[src/rtl/ttrgb_pkg.sv]
`timescale 1ns / 1ps
// ----------------------------------------------------------------------------
// ttrgb_pkg
// Shared types and constants for the tone to normalized color block.
// ----------------------------------------------------------------------------
package ttrgb_pkg;

  // channel sums and derived widths
  localparam int unsigned SUM_W   = 21;
  localparam int unsigned AMP_W   = 16;
  localparam int unsigned NORM_W  = 2 * SUM_W + 2;   // sum of three squares
  localparam int unsigned SCL_W   = SUM_W + 8;       // channel times full scale
  localparam int unsigned MA_W    = NORM_W;          // multiplicand width
  localparam int unsigned MB_W    = SCL_W;           // multiplier width
  localparam int unsigned PROD_W  = 60;              // widest product
  localparam int unsigned COLOR_W = 8;

  // semitone codes that contribute
  localparam logic [3:0] TONE_C = 4'd0;
  localparam logic [3:0] TONE_D = 4'd2;
  localparam logic [3:0] TONE_E = 4'd4;
  localparam logic [3:0] TONE_F = 4'd5;
  localparam logic [3:0] TONE_G = 4'd7;
  localparam logic [3:0] TONE_A = 4'd9;
  localparam logic [3:0] TONE_B = 4'd11;

  // channel indexes
  localparam logic [1:0] CH_RED   = 2'd0;
  localparam logic [1:0] CH_GREEN = 2'd1;
  localparam logic [1:0] CH_BLUE  = 2'd2;

  typedef struct packed {
    logic [3:0]       tone;
    logic [AMP_W-1:0] amplitude;
    logic             frame_end;
  } in_item_t;

  typedef struct packed {
    logic [COLOR_W-1:0] red;
    logic [COLOR_W-1:0] green;
    logic [COLOR_W-1:0] blue;
    logic               silent;
  } out_item_t;

  // serial multiplier command and status
  typedef struct packed {
    logic            start;
    logic            accum;
    logic [MA_W-1:0] a;
    logic [MB_W-1:0] b;
  } smul_cmd_t;

  typedef struct packed {
    logic              done;
    logic [PROD_W-1:0] prod;
  } smul_sts_t;

  typedef enum logic [2:0] {
    ST_IDLE,
    ST_NORM_LD,
    ST_NORM_RUN,
    ST_TGT_LD,
    ST_TGT_RUN,
    ST_TRY_LD,
    ST_TRY_RUN,
    ST_DONE
  } ttrgb_state_e;

endpackage

[src/rtl/ttrgb_smul.sv]
`timescale 1ns / 1ps
// ----------------------------------------------------------------------------
// ttrgb_smul
// Shift-and-add multiplier: one multiplier bit per cycle, stops as soon as
// the remaining multiplier bits are all zero.
// ----------------------------------------------------------------------------
module ttrgb_smul (
  input  logic                 clk_i,
  input  logic                 rst_ni,
  input  ttrgb_pkg::smul_cmd_t cmd_i,
  output ttrgb_pkg::smul_sts_t sts_o
);
  import ttrgb_pkg::*;

  logic              busy_q, busy_d;
  logic [PROD_W-1:0] a_q, a_d;
  logic [MB_W-1:0]   b_q, b_d;
  logic [PROD_W-1:0] acc_q, acc_d;
  logic              fin;

  assign fin = busy_q && (b_q == '0);

  // next values of the shift registers and accumulator
  always_comb begin
    busy_d = busy_q;
    a_d    = a_q;
    b_d    = b_q;
    acc_d  = acc_q;
    if (cmd_i.start) begin
      busy_d = 1'b1;
      a_d    = PROD_W'(cmd_i.a);
      b_d    = cmd_i.b;
      acc_d  = cmd_i.accum ? acc_q : '0;
    end else if (fin) begin
      busy_d = 1'b0;
    end else if (busy_q) begin
      if (b_q[0]) begin
        acc_d = acc_q + a_q;
      end
      a_d = {a_q[PROD_W-2:0], 1'b0};
      b_d = {1'b0, b_q[MB_W-1:1]};
    end
  end

  // control state
  always_ff @(posedge clk_i or negedge rst_ni) begin
    if (!rst_ni) begin
      busy_q <= 1'b0;
    end else begin
      busy_q <= busy_d;
    end
  end

  // datapath
  always_ff @(posedge clk_i) begin
    a_q   <= a_d;
    b_q   <= b_d;
    acc_q <= acc_d;
  end

  assign sts_o.done = fin;
  assign sts_o.prod = acc_q;

endmodule

[src/rtl/tone_to_normalized_rgb.sv]
`timescale 1ns / 1ps
// ----------------------------------------------------------------------------
// tone_to_normalized_rgb
// Weights tone amplitudes into red, green and blue sums and, at the end of
// each frame, emits the color scaled to a unit vector times 255.
// ----------------------------------------------------------------------------
// A tone item is taken in any cycle in which the block is idle. The item
// that closes a frame starts the normalization, which runs on one shared
// shift-and-add multiplier retiring one multiplier bit per cycle: three
// squares for the norm, then per channel one square of channel times 255
// and eight trial products of the candidate squared times the norm. No
// item is taken until the color has moved into the output register. The
// finished color sits in that output register, so the next frame can
// begin while it waits to be taken. An all-zero frame gives black with
// silent set.
// ----------------------------------------------------------------------------
module tone_to_normalized_rgb (
  input  logic                 clk_i,
  input  logic                 rst_ni,
  input  logic                 in_valid_i,
  input  ttrgb_pkg::in_item_t  in_data_i,
  output logic                 in_stall_o,
  output logic                 out_valid_o,
  output ttrgb_pkg::out_item_t out_data_o,
  input  logic                 out_stall_i
);
  import ttrgb_pkg::*;

  ttrgb_state_e state_q, state_d;

  logic [SUM_W-1:0]   red_sum_q, green_sum_q, blue_sum_q;
  logic [NORM_W-1:0]  norm2_q;
  logic [PROD_W-1:0]  target_q;
  logic [1:0]         ch_q;
  logic [2:0]         bit_q;
  logic [COLOR_W-1:0] q_q;
  logic [COLOR_W-1:0] red_q, green_q, blue_q;
  logic               out_valid_q;
  out_item_t          out_q;

  smul_cmd_t          mul_cmd;
  smul_sts_t          mul_sts;

  logic               in_fire;
  logic               out_load;
  logic [SUM_W-1:0]   ch_sum;
  logic [SCL_W-1:0]   ch_scaled;
  logic [COLOR_W-1:0] trial;
  logic [15:0]        trial_sq;
  logic               fits;
  logic [AMP_W:0]     addend;
  logic [1:0]         add_ch;
  logic               add_en;
  logic [SUM_W:0]     add_sum;
  logic [SUM_W-1:0]   add_sat;

  // shared multiplier
  ttrgb_smul u_smul (
    .clk_i  (clk_i),
    .rst_ni (rst_ni),
    .cmd_i  (mul_cmd),
    .sts_o  (mul_sts)
  );

  // operand selection
  always_comb begin
    unique case (ch_q)
      CH_RED:   ch_sum = red_sum_q;
      CH_GREEN: ch_sum = green_sum_q;
      default:  ch_sum = blue_sum_q;
    endcase
  end

  assign ch_scaled = {ch_sum, 8'b0} - SCL_W'(ch_sum);
  assign trial     = q_q | (COLOR_W'(1) << bit_q);
  assign trial_sq  = 16'(trial) * 16'(trial);
  assign fits      = mul_sts.prod <= target_q;

  // tone weighting
  always_comb begin
    add_en = 1'b1;
    add_ch = CH_RED;
    addend = {in_data_i.amplitude, 1'b0};
    unique case (in_data_i.tone)
      TONE_C, TONE_B: begin
        add_ch = CH_RED;
      end
      TONE_D: begin
        add_ch = CH_RED;
        addend = {1'b0, in_data_i.amplitude};
      end
      TONE_E: begin
        add_ch = CH_GREEN;
      end
      TONE_F: begin
        add_ch = CH_GREEN;
        addend = {1'b0, in_data_i.amplitude};
      end
      TONE_G: begin
        add_ch = CH_BLUE;
      end
      TONE_A: begin
        add_ch = CH_BLUE;
        addend = {1'b0, in_data_i.amplitude};
      end
      default: begin
        add_en = 1'b0;
      end
    endcase
  end

  // saturating accumulate
  always_comb begin
    unique case (add_ch)
      CH_RED:   add_sum = {1'b0, red_sum_q} + (SUM_W+1)'(addend);
      CH_GREEN: add_sum = {1'b0, green_sum_q} + (SUM_W+1)'(addend);
      default:  add_sum = {1'b0, blue_sum_q} + (SUM_W+1)'(addend);
    endcase
    add_sat = add_sum[SUM_W] ? '1 : add_sum[SUM_W-1:0];
  end

  // next state
  always_comb begin
    state_d = state_q;
    unique case (state_q)
      ST_IDLE: begin
        if (in_valid_i && in_data_i.frame_end) begin
          state_d = ST_NORM_LD;
        end
      end
      ST_NORM_LD: state_d = ST_NORM_RUN;
      ST_NORM_RUN: begin
        if (mul_sts.done) begin
          if (ch_q != CH_BLUE) begin
            state_d = ST_NORM_LD;
          end else if (mul_sts.prod == '0) begin
            state_d = ST_DONE;
          end else begin
            state_d = ST_TGT_LD;
          end
        end
      end
      ST_TGT_LD: state_d = ST_TGT_RUN;
      ST_TGT_RUN: begin
        if (mul_sts.done) begin
          state_d = ST_TRY_LD;
        end
      end
      ST_TRY_LD: state_d = ST_TRY_RUN;
      ST_TRY_RUN: begin
        if (mul_sts.done) begin
          if (bit_q != '0) begin
            state_d = ST_TRY_LD;
          end else if (ch_q == CH_BLUE) begin
            state_d = ST_DONE;
          end else begin
            state_d = ST_TGT_LD;
          end
        end
      end
      ST_DONE: begin
        if (!out_valid_q || !out_stall_i) begin
          state_d = ST_IDLE;
        end
      end
      default: state_d = ST_IDLE;
    endcase
  end

  // outputs of the sequencer
  always_comb begin
    in_stall_o    = 1'b1;
    out_load      = 1'b0;
    mul_cmd.start = 1'b0;
    mul_cmd.accum = 1'b0;
    mul_cmd.a     = MA_W'(ch_sum);
    mul_cmd.b     = MB_W'(ch_sum);
    unique case (state_q)
      ST_IDLE: in_stall_o = 1'b0;
      ST_NORM_LD: begin
        mul_cmd.start = 1'b1;
        mul_cmd.accum = ch_q != CH_RED;
      end
      ST_TGT_LD: begin
        mul_cmd.start = 1'b1;
        mul_cmd.a     = MA_W'(ch_scaled);
        mul_cmd.b     = ch_scaled;
      end
      ST_TRY_LD: begin
        mul_cmd.start = 1'b1;
        mul_cmd.a     = norm2_q;
        mul_cmd.b     = MB_W'(trial_sq);
      end
      ST_DONE: out_load = !out_valid_q || !out_stall_i;
      default: ;
    endcase
  end

  assign in_fire = in_valid_i && (state_q == ST_IDLE);

  // control state
  always_ff @(posedge clk_i or negedge rst_ni) begin
    if (!rst_ni) begin
      state_q     <= ST_IDLE;
      out_valid_q <= 1'b0;
      red_sum_q   <= '0;
      green_sum_q <= '0;
      blue_sum_q  <= '0;
    end else begin
      state_q <= state_d;
      if (out_load) begin
        out_valid_q <= 1'b1;
      end else if (!out_stall_i) begin
        out_valid_q <= 1'b0;
      end
      if (out_load) begin
        red_sum_q   <= '0;
        green_sum_q <= '0;
        blue_sum_q  <= '0;
      end else if (in_fire && add_en) begin
        unique case (add_ch)
          CH_RED:   red_sum_q   <= add_sat;
          CH_GREEN: green_sum_q <= add_sat;
          default:  blue_sum_q  <= add_sat;
        endcase
      end
    end
  end

  // normalization datapath
  always_ff @(posedge clk_i) begin
    unique case (state_q)
      ST_IDLE: begin
        ch_q <= CH_RED;
      end
      ST_NORM_RUN: begin
        if (mul_sts.done) begin
          if (ch_q == CH_BLUE) begin
            norm2_q <= mul_sts.prod[NORM_W-1:0];
            ch_q    <= CH_RED;
          end else begin
            ch_q <= ch_q + 2'd1;
          end
        end
      end
      ST_TGT_RUN: begin
        if (mul_sts.done) begin
          target_q <= mul_sts.prod;
          q_q      <= '0;
          bit_q    <= '1;
        end
      end
      ST_TRY_RUN: begin
        if (mul_sts.done) begin
          if (fits) begin
            q_q <= trial;
          end
          if (bit_q == '0) begin
            unique case (ch_q)
              CH_RED:   red_q   <= fits ? trial : q_q;
              CH_GREEN: green_q <= fits ? trial : q_q;
              default:  blue_q  <= fits ? trial : q_q;
            endcase
            ch_q <= ch_q + 2'd1;
          end else begin
            bit_q <= bit_q - 3'd1;
          end
        end
      end
      default: ;
    endcase
  end

  // output register
  always_ff @(posedge clk_i) begin
    if (out_load) begin
      out_q.silent <= norm2_q == '0;
      out_q.red    <= (norm2_q == '0) ? '0 : red_q;
      out_q.green  <= (norm2_q == '0) ? '0 : green_q;
      out_q.blue   <= (norm2_q == '0) ? '0 : blue_q;
    end
  end

  assign out_valid_o = out_valid_q;
  assign out_data_o  = out_q;

endmodule

[config.mk]
export PLATFORM = sky130hd
export DESIGN_NAME = tone_to_normalized_rgb
export DESIGN_NICKNAME = d
export VERILOG_FILES = /design/src/rtl/ttrgb_pkg.sv /design/src/rtl/ttrgb_smul.sv /design/src/rtl/tone_to_normalized_rgb.sv
export SDC_FILE = /design/constraint.sdc
export NUM_CORES = 1
export LEC_CHECK = 0
export BUFFER_PORTS_ARGS = -buffer_cell sky130_fd_sc_hd__buf_2
export CORE_ASPECT_RATIO = 0.6
export CORE_UTILIZATION = 35
export DETAILED_ROUTE_END_ITERATION = 8
export PLACE_DENSITY = 0.61
export RECOVER_POWER = 50
export SLEW_MARGIN = 40
export SYNTH_ARGS = -nofsm -noshare
export SYNTH_HDL_FRONTEND = slang
export SYNTH_SLANG_ARGS = --single-unit
[constraint.sdc]
create_clock -name clk_i -period 8.09 [get_ports clk_i]
set_input_delay 0.4045 -clock clk_i [delete_from_list [all_inputs] [get_ports clk_i]]
set_output_delay 0.4045 -clock clk_i [all_outputs]
set_load 0.01 [all_outputs]
==> flow_summary.yaml, run 1 <==
run_status:
  status: "finished, violations left"
  violations: "max-capacitance violations, max-slew violations"
setup_path:
  crit_top_cell: "clkbuf_1"
  cp.arrival_ns: 6.71
  worstPathCellList: "clkbuf_1 > a21oi_1 > clkbuf_1 > nor2_1 > o22ai_1"
  startpoint_type: "register"
  critPathMaxStageDelay_ns: 2.88
  worstPathRequired_ns: 8.48
  worst-path-max-fanout: 79
  crit_type: "reg2reg"
  endpoint_kind: "register"
  slowest_stage: "clkbuf_1"
pwr:
  vdd_drop_max_mv: 0.231
  p_per_area_mw_per_mm2: 451
  p_total_uw: 12100
  p_leak_uw: 0.0111
clock_tree:
  cts_max_level: 2
  clk_latency_ns: 0.56
  clk_path_buf_depth: 3
  cts_tree: "yes"
  cts_root_buf: "clkbuf_16"
  numClockSinks: 383
  postCtsSetupRepairBufs: 0
  cts_made_buffers: 40
  clk_pin_slew_ns: 0.07
timing:
  tightest_slew_ns: 4.01
  slew_headroom_pct: -167
  setup_viol: 0
  finalHoldViolCount: 0
  clock.fmax_mhz: 158
  timing.final.crit_share_pct: 78.1
  min_period_ns: 6.32
  fin_skew_ns: 0.0234
  rsz0062_at_grt: "no"
  fin_setup_tns_ns: 0
  maxSlewViolCount: 418
job:
  max_cap_violations: 8
global_route:
  grt_pass1_wl_um: 109000
  grt.overflow.total: 0
  grt_max_degree: 80
  grt.total_usage_pct: 19.8
  antenna_found_initial: 0
  grt_pass1_vias: 18700
finish:
  area_growth_pct: 10.4
  drive_above_1_share_pct: 7.02
  layout.nets: 2730
  final_core_util_pct: 39.3
  final_common_cell: "edfxtp_1"
  mostFrequentLayoutCells: "299 x edfxtp_1, 264 x nor2_1, 215 x a21oi_1, 186 x ha_1"
  n_antenna_cell: 0
  fillers: 6657
  stdcell_count: 3434
yosys:
  synth-async-reset-ratio_pct: 17.8
  synth_nets: 2713
  syn_inst: 2475
  synth-seq-area-share_pct: 45.2
  yosys_warnings: 0
  synthFlopType: "edfxtp_1"
  synth_top_area_share_pct: 36.9
  yosysTopAreaCell: "edfxtp_1"
  synthTopCellsByArea: "edfxtp_1 37%, ha_1 9.6%, dfrtp_1 7.0%"
  synth-edff-count: 299
  synth_area_mm2: 0.0244
  avgSynthCellArea_um2: 9.84
  ys_ff_latch: 383
  synth.distinct_cells: 97
routing:
  drtAntennaViolNets: 0
  via_per_inst: 5.73
  first_pass_iters: 8
  num_vias: 19700
  wl_um: 70200
  drt_iter0_drc: 2065
  drc: 0
  wire_per_inst_um: 20.4
floorplanning:
  core_mm2: 0.0684
  io_pins: 52
  initial_utilization_pct: 35.6
  die_area_mm2: 0.0707
  die_y_um: 206
  rows: 74
  die_x_um: 343
placed_design:
  dp_hpwl_um: 51300
  dp.cells: 3360
  routabilityCongestion: 0.950
  numPortBuffers: 51
min_path:
  hp-class: "in2reg"
## worst paths after layout
path / from / end / slack [ns] / depth (start not counted)
setup / recovery: state_q[2]$_DFFE_PN0P_ / u_smul.b_q[15]$_DFFE_PP_ / 1.77 / 5
hold / removal: out_stall_i / out_valid_o$_DFFE_PN0P_ / 0.18 / 3
setup reg to reg: state_q[2]$_DFFE_PN0P_ / u_smul.b_q[15]$_DFFE_PP_ / 1.77 / 5
hold reg to reg: u_smul.a_q[55]$_SDFFE_PN0P_ / u_smul.a_q[56]$_SDFFE_PN0P_ / 0.47 / 2
max in group asynchronous: rst_ni / red_sum_q[17]$_DFFE_PN0P_ / 4.12 / 3
min in group asynchronous: rst_ni / u_smul.busy_q$_DFFE_PN0P_ / 1.83 / 3
## synth_stat cells (48+ instances only)
| library cell | n |
|---|---|
| nand4_1 | 48 |
| edfxtp_1 | 299 |
| nand2_1 | 168 |
| o21ai_0 | 156 |
| ha_1 | 186 |
| nand3_1 | 73 |
| clkbuf_1 | 88 |
| a21o_1 | 91 |
| dfrtp_1 | 68 |
| a21oi_1 | 216 |
| nor2_1 | 265 |
| inv_1 | 166 |
| xnor2_1 | 62 |
## through the flow
stage               hold slack [ns]  cell area (um^2)  worst slack (ns)
floorplan                     0.109             24400             0.734
global placement              0.462             25600              2.42
detailed placement            0.463             25600              2.27
global route                  0.190             26900              1.55
CTS                           0.149             27000              2.26
finish                        0.178             26900              1.77
## area by class of cell
cell class | instances | area, um^2 | share of cell area, %
inverters | 172 | 646 | 2.40
repair buffers | 77 | 399 | 1.48
multi-input cells | 1818 | 12400 | 46.0
clock buffers | 53 | 1120 | 4.15
well taps | 912 | 1140 | 4.25
flip-flops and latches | 383 | 11000 | 40.9
clock inverters | 19 | 204 | 0.759
## registers in the layout, summed over array words and instances, names as in the netlist, 25 cells and up
| signal | count |
|---|---|
| norm2_q | 44 |
| out_data_o | 25 |
| u_smul.b_q | 29 |
| target_q | 60 |
| u_smul.acc_q | 60 |
| u_smul.a_q | 60 |
## report_power, final
part	internal [uW]	switching, uW
Clock	1100	810
Sequential	3010	560
Combinational	2410	4220
Total	6530	5590
## timing repair
action	CTS	global route
hold buffers	1	0
hold endpoints to repair	68	0
setup endpoints to repair	0	0
resized for setup	0	0
## critical path, delay by kind of cell (launching register included)
| family | cells | cell delay (ns) |
|---|---|---|
| flip-flops | 1 | 0.38 |
| AND/OR/NAND/NOR | 1 | 0.58 |
| AO/OA/AOI/OAI | 2 | 1.40 |
| buffers and inverters | 2 | 3.73 |
## layer usage
metal	wire length (um)	GRT usage [%]	up-vias
li1	-	-	9135
met1	34900	31.4	9628
met2	26900	25.9	850
met3	7560	5.72	67
met4	862	3.17	0
met5	0	0	-
## cells by family after synthesis
logic type      count (synthesis)  synth area share (%)
simple gates                  749                  14.6
compound gates                736                  19.6
flops                         383                  45.2
buf+inv                       274                  4.36
fa+ha+maj                     213                  11.8
xor+xnor                       97                  3.49
mux                            23                  1.03
(Power assumes the default switching activity.)
==> inputs of run 2 (changes only) <==
clock period = 6 ns   (was 8.09 ns; I/O delays follow)
==> run 2 against run 1 <==
  * The run still ends with max-capacitance violations, max-slew violations left
  * Global-route usage decreased by 0.17 points
  * Sequential cell count stayed put
  * Clock-buffer cell count decreased by 3
  * Clock skew increased by 0.011 ns
  * First-iteration DRC count shrank 1.5%
  * Largest power group unchanged
  * Sequential share of layout area about the same
  * Clock power rose by 35%
  * Die area is the same
  * Highest routed layer is now met5
  * Non-clock buffer count grew 1
  * Utilization about the same
  * Wire length is 0.87% lower
  * Critical path type unchanged
==> flow_summary.yaml, run 2 (synthesis results as in run 1) <==
global_route:
  grt.total_usage_pct: 19.6
  grt_pass1_wl_um: 108000
  grt_pass1_vias: 18600
  antenna_found_initial: 1
  grt.overflow.total: 0
  grt_max_degree: 80
setup_path:
  reg2reg_to: "u_smul.b_q[14]$_DFFE_PP_"
  worst-path-max-fanout: 6
  cp.arrival_ns: 5.89
  slowest_stage: "fa_1"
  critPathLaunch: "bit_q[0]$_SDFFCE_PN1P_"
  startpoint_type: "register"
  worstPathCellList: "ha_1 > a21oi_1 > inv_1 > nand2_1 > inv_1 > fa_1 > fa_1 > inv_1 > fa_1 > fa_1 > inv_1 > ha_1 > a21oi_1 > o21ai_0 > a41oi_1 > a21oi_1 > xor2_1 > a221o_1"
  worstPathRequired_ns: 6.31
  critPathMaxStageDelay_ns: 0.55
  crit_type: "reg2reg"
  endpoint_kind: "register"
  rr_worst_depth: 18
  r2r_slack_ns: 0.42
  endpoint: "u_smul.b_q[14]$_DFFE_PP_"
  r2r_start: "bit_q[0]$_SDFFCE_PN1P_"
finish:
  final_core_util_pct: 39.3
  n_antenna_cell: 0
  top_regs: "target_q (60), u_smul.a_q (60), u_smul.acc_q (60)"
  layout.nets: 2731
  final_common_cell: "edfxtp_1"
  area_growth_pct: 10.5
  drive_above_1_share_pct: 7.17
  mostFrequentLayoutCells: "299 x edfxtp_1, 264 x nor2_1, 215 x a21oi_1, 186 x ha_1, 167 x nand2_1"
floorplanning:
  core_mm2: 0.0684
  die_y_um: 206
  initial_utilization_pct: 35.6
  io_pins: 52
  die_x_um: 343
  rows: 74
  die_area_mm2: 0.0707
pwr:
  swShare_pct: 46.2
  p_clk_share_pct: 15.8
  seqPwrFrac_pct: 29.5
  p_leak_uw: 0.0111
  internal-power_uw: 8760
  combPwrFrac_pct: 54.6
  p_total_uw: 16300
  vdd_drop_max_mv: 0.384
  power_switching_uw: 7540
  p_per_area_mw_per_mm2: 606
clock_tree:
  cts_made_buffers: 40
  postCtsSetupRepairBufs: 0
  cts_tree: "yes"
  numClockSinks: 383
  cts_max_level: 2
  cts_root_buf: "clkbuf_16"
  clk_pin_slew_ns: 0.07
  clk_path_buf_depth: 3
  clk_latency_ns: 0.57
routing:
  num_vias: 19600
  drtAntennaViolNets: 0
  wire_per_inst_um: 20.2
  drt_iter0_drc: 2035
  first_pass_iters: 5
  via_per_inst: 5.72
  wl_um: 69600
  drc: 0
run_status:
  status: "finished, violations left"
  violations: "max-capacitance violations, max-slew violations"
job:
  max_cap_violations: 6
placed_design:
  dp_hpwl_um: 50900
  routabilityCongestion: 0.952
  place_ws_ns: 0.335
  numPortBuffers: 51
min_path:
  hp-class: "in2reg"
timing:
  fin_skew_ns: 0.0340
  timing.final.crit_share_pct: 93.0
  layout_setup_ws_ns: 0.420
  finalHoldViolCount: 0
  fin_setup_tns_ns: 0
  rsz0062_at_grt: "no"
  setup_viol: 0
  slew_headroom_pct: -155
  clock.fmax_mhz: 179
  min_period_ns: 5.58
  tightest_slew_ns: 3.83
  maxSlewViolCount: 324
-- run 2: per-stage QoR --
| stage | instance area, um^2 | cells | hold slack (ns) |
|---|---|---|---|
| final | 26900 | 3437 | 0.0704 |
| after global routing | 26900 | 3437 | 0.0698 |
| after CTS | 27000 | 3437 | 0.0450 |
| after detailed placement | 25600 | 3362 | 0.452 |
| after global placement | 25600 | 3362 | 0.461 |
| after floorplan | 24400 | 2475 | 0.00441 |
-- run 2: worst min-delay path by stage --
stage                                            from                           to  slack (ns)  cells after the start
after floorplan                                rst_ni    blue_sum_q[0]$_DFFE_PN0P_       0.004                      0
after global placement    u_smul.a_q[59]$_SDFFE_PN0P_  u_smul.a_q[59]$_SDFFE_PN0P_        0.46                      2
after detailed placement                       rst_ni    red_sum_q[12]$_DFFE_PN0P_        0.45                      2
after CTS                                 out_stall_i      out_valid_o$_DFFE_PN0P_        0.04                      3
after global routing                      out_stall_i      out_valid_o$_DFFE_PN0P_        0.07                      3
final                                     out_stall_i      out_valid_o$_DFFE_PN0P_        0.07                      3
-- run 2: critical path: cells and delay by family, from the launching register on --
kind | cells | cell delay [ns]
buffers and inverters | 4 | 0.42
AOI/OAI and AO/OA | 6 | 1.48
DFF | 1 | 0.44
xor gates and xnor gates | 1 | 0.15
adders and majority gates | 6 | 2.67
and+or+nand+nor | 1 | 0.16
-- run 2: layout make-up --
class | instances | area (um^2)
sequential | 383 | 11000
inverter | 172 | 646
clock buffer | 50 | 1060
multi-input combinational | 1818 | 12400
clock inverter | 24 | 272
timing repair buffer | 78 | 410
tap | 912 | 1140
fill | 6671 | 41500
-- run 2: metal layers --
| layer | wire [um] | global-route usage (%) | up-vias |
|---|---|---|---|
| li1 | - | - | 9139 |
| met1 | 35300 | 31.4 | 9590 |
| met2 | 26500 | 25.8 | 846 |
| met3 | 6940 | 4.86 | 69 |
| met4 | 844 | 3.41 | 2 |
| met5 | 13 | 0 | - |
-- run 2: power by group through the flow --
stage | Clock, uW | Combinational (uW) | Sequential [uW]
global placement | 0 | 8440 | 4810
detailed placement | 0 | 8630 | 4830
floorplan | 0 | 6510 | 4530
global route | 2720 | 9750 | 4900
finish | 2580 | 8910 | 4810
CTS | 2640 | 8690 | 4790
-- run 2: what timing repair did --
item	4_1_cts	5_1_grt
endpoints found under the setup margin	0	2
hold endpoints to repair	68	0
hold buffers	1	0
resized for setup	0	1
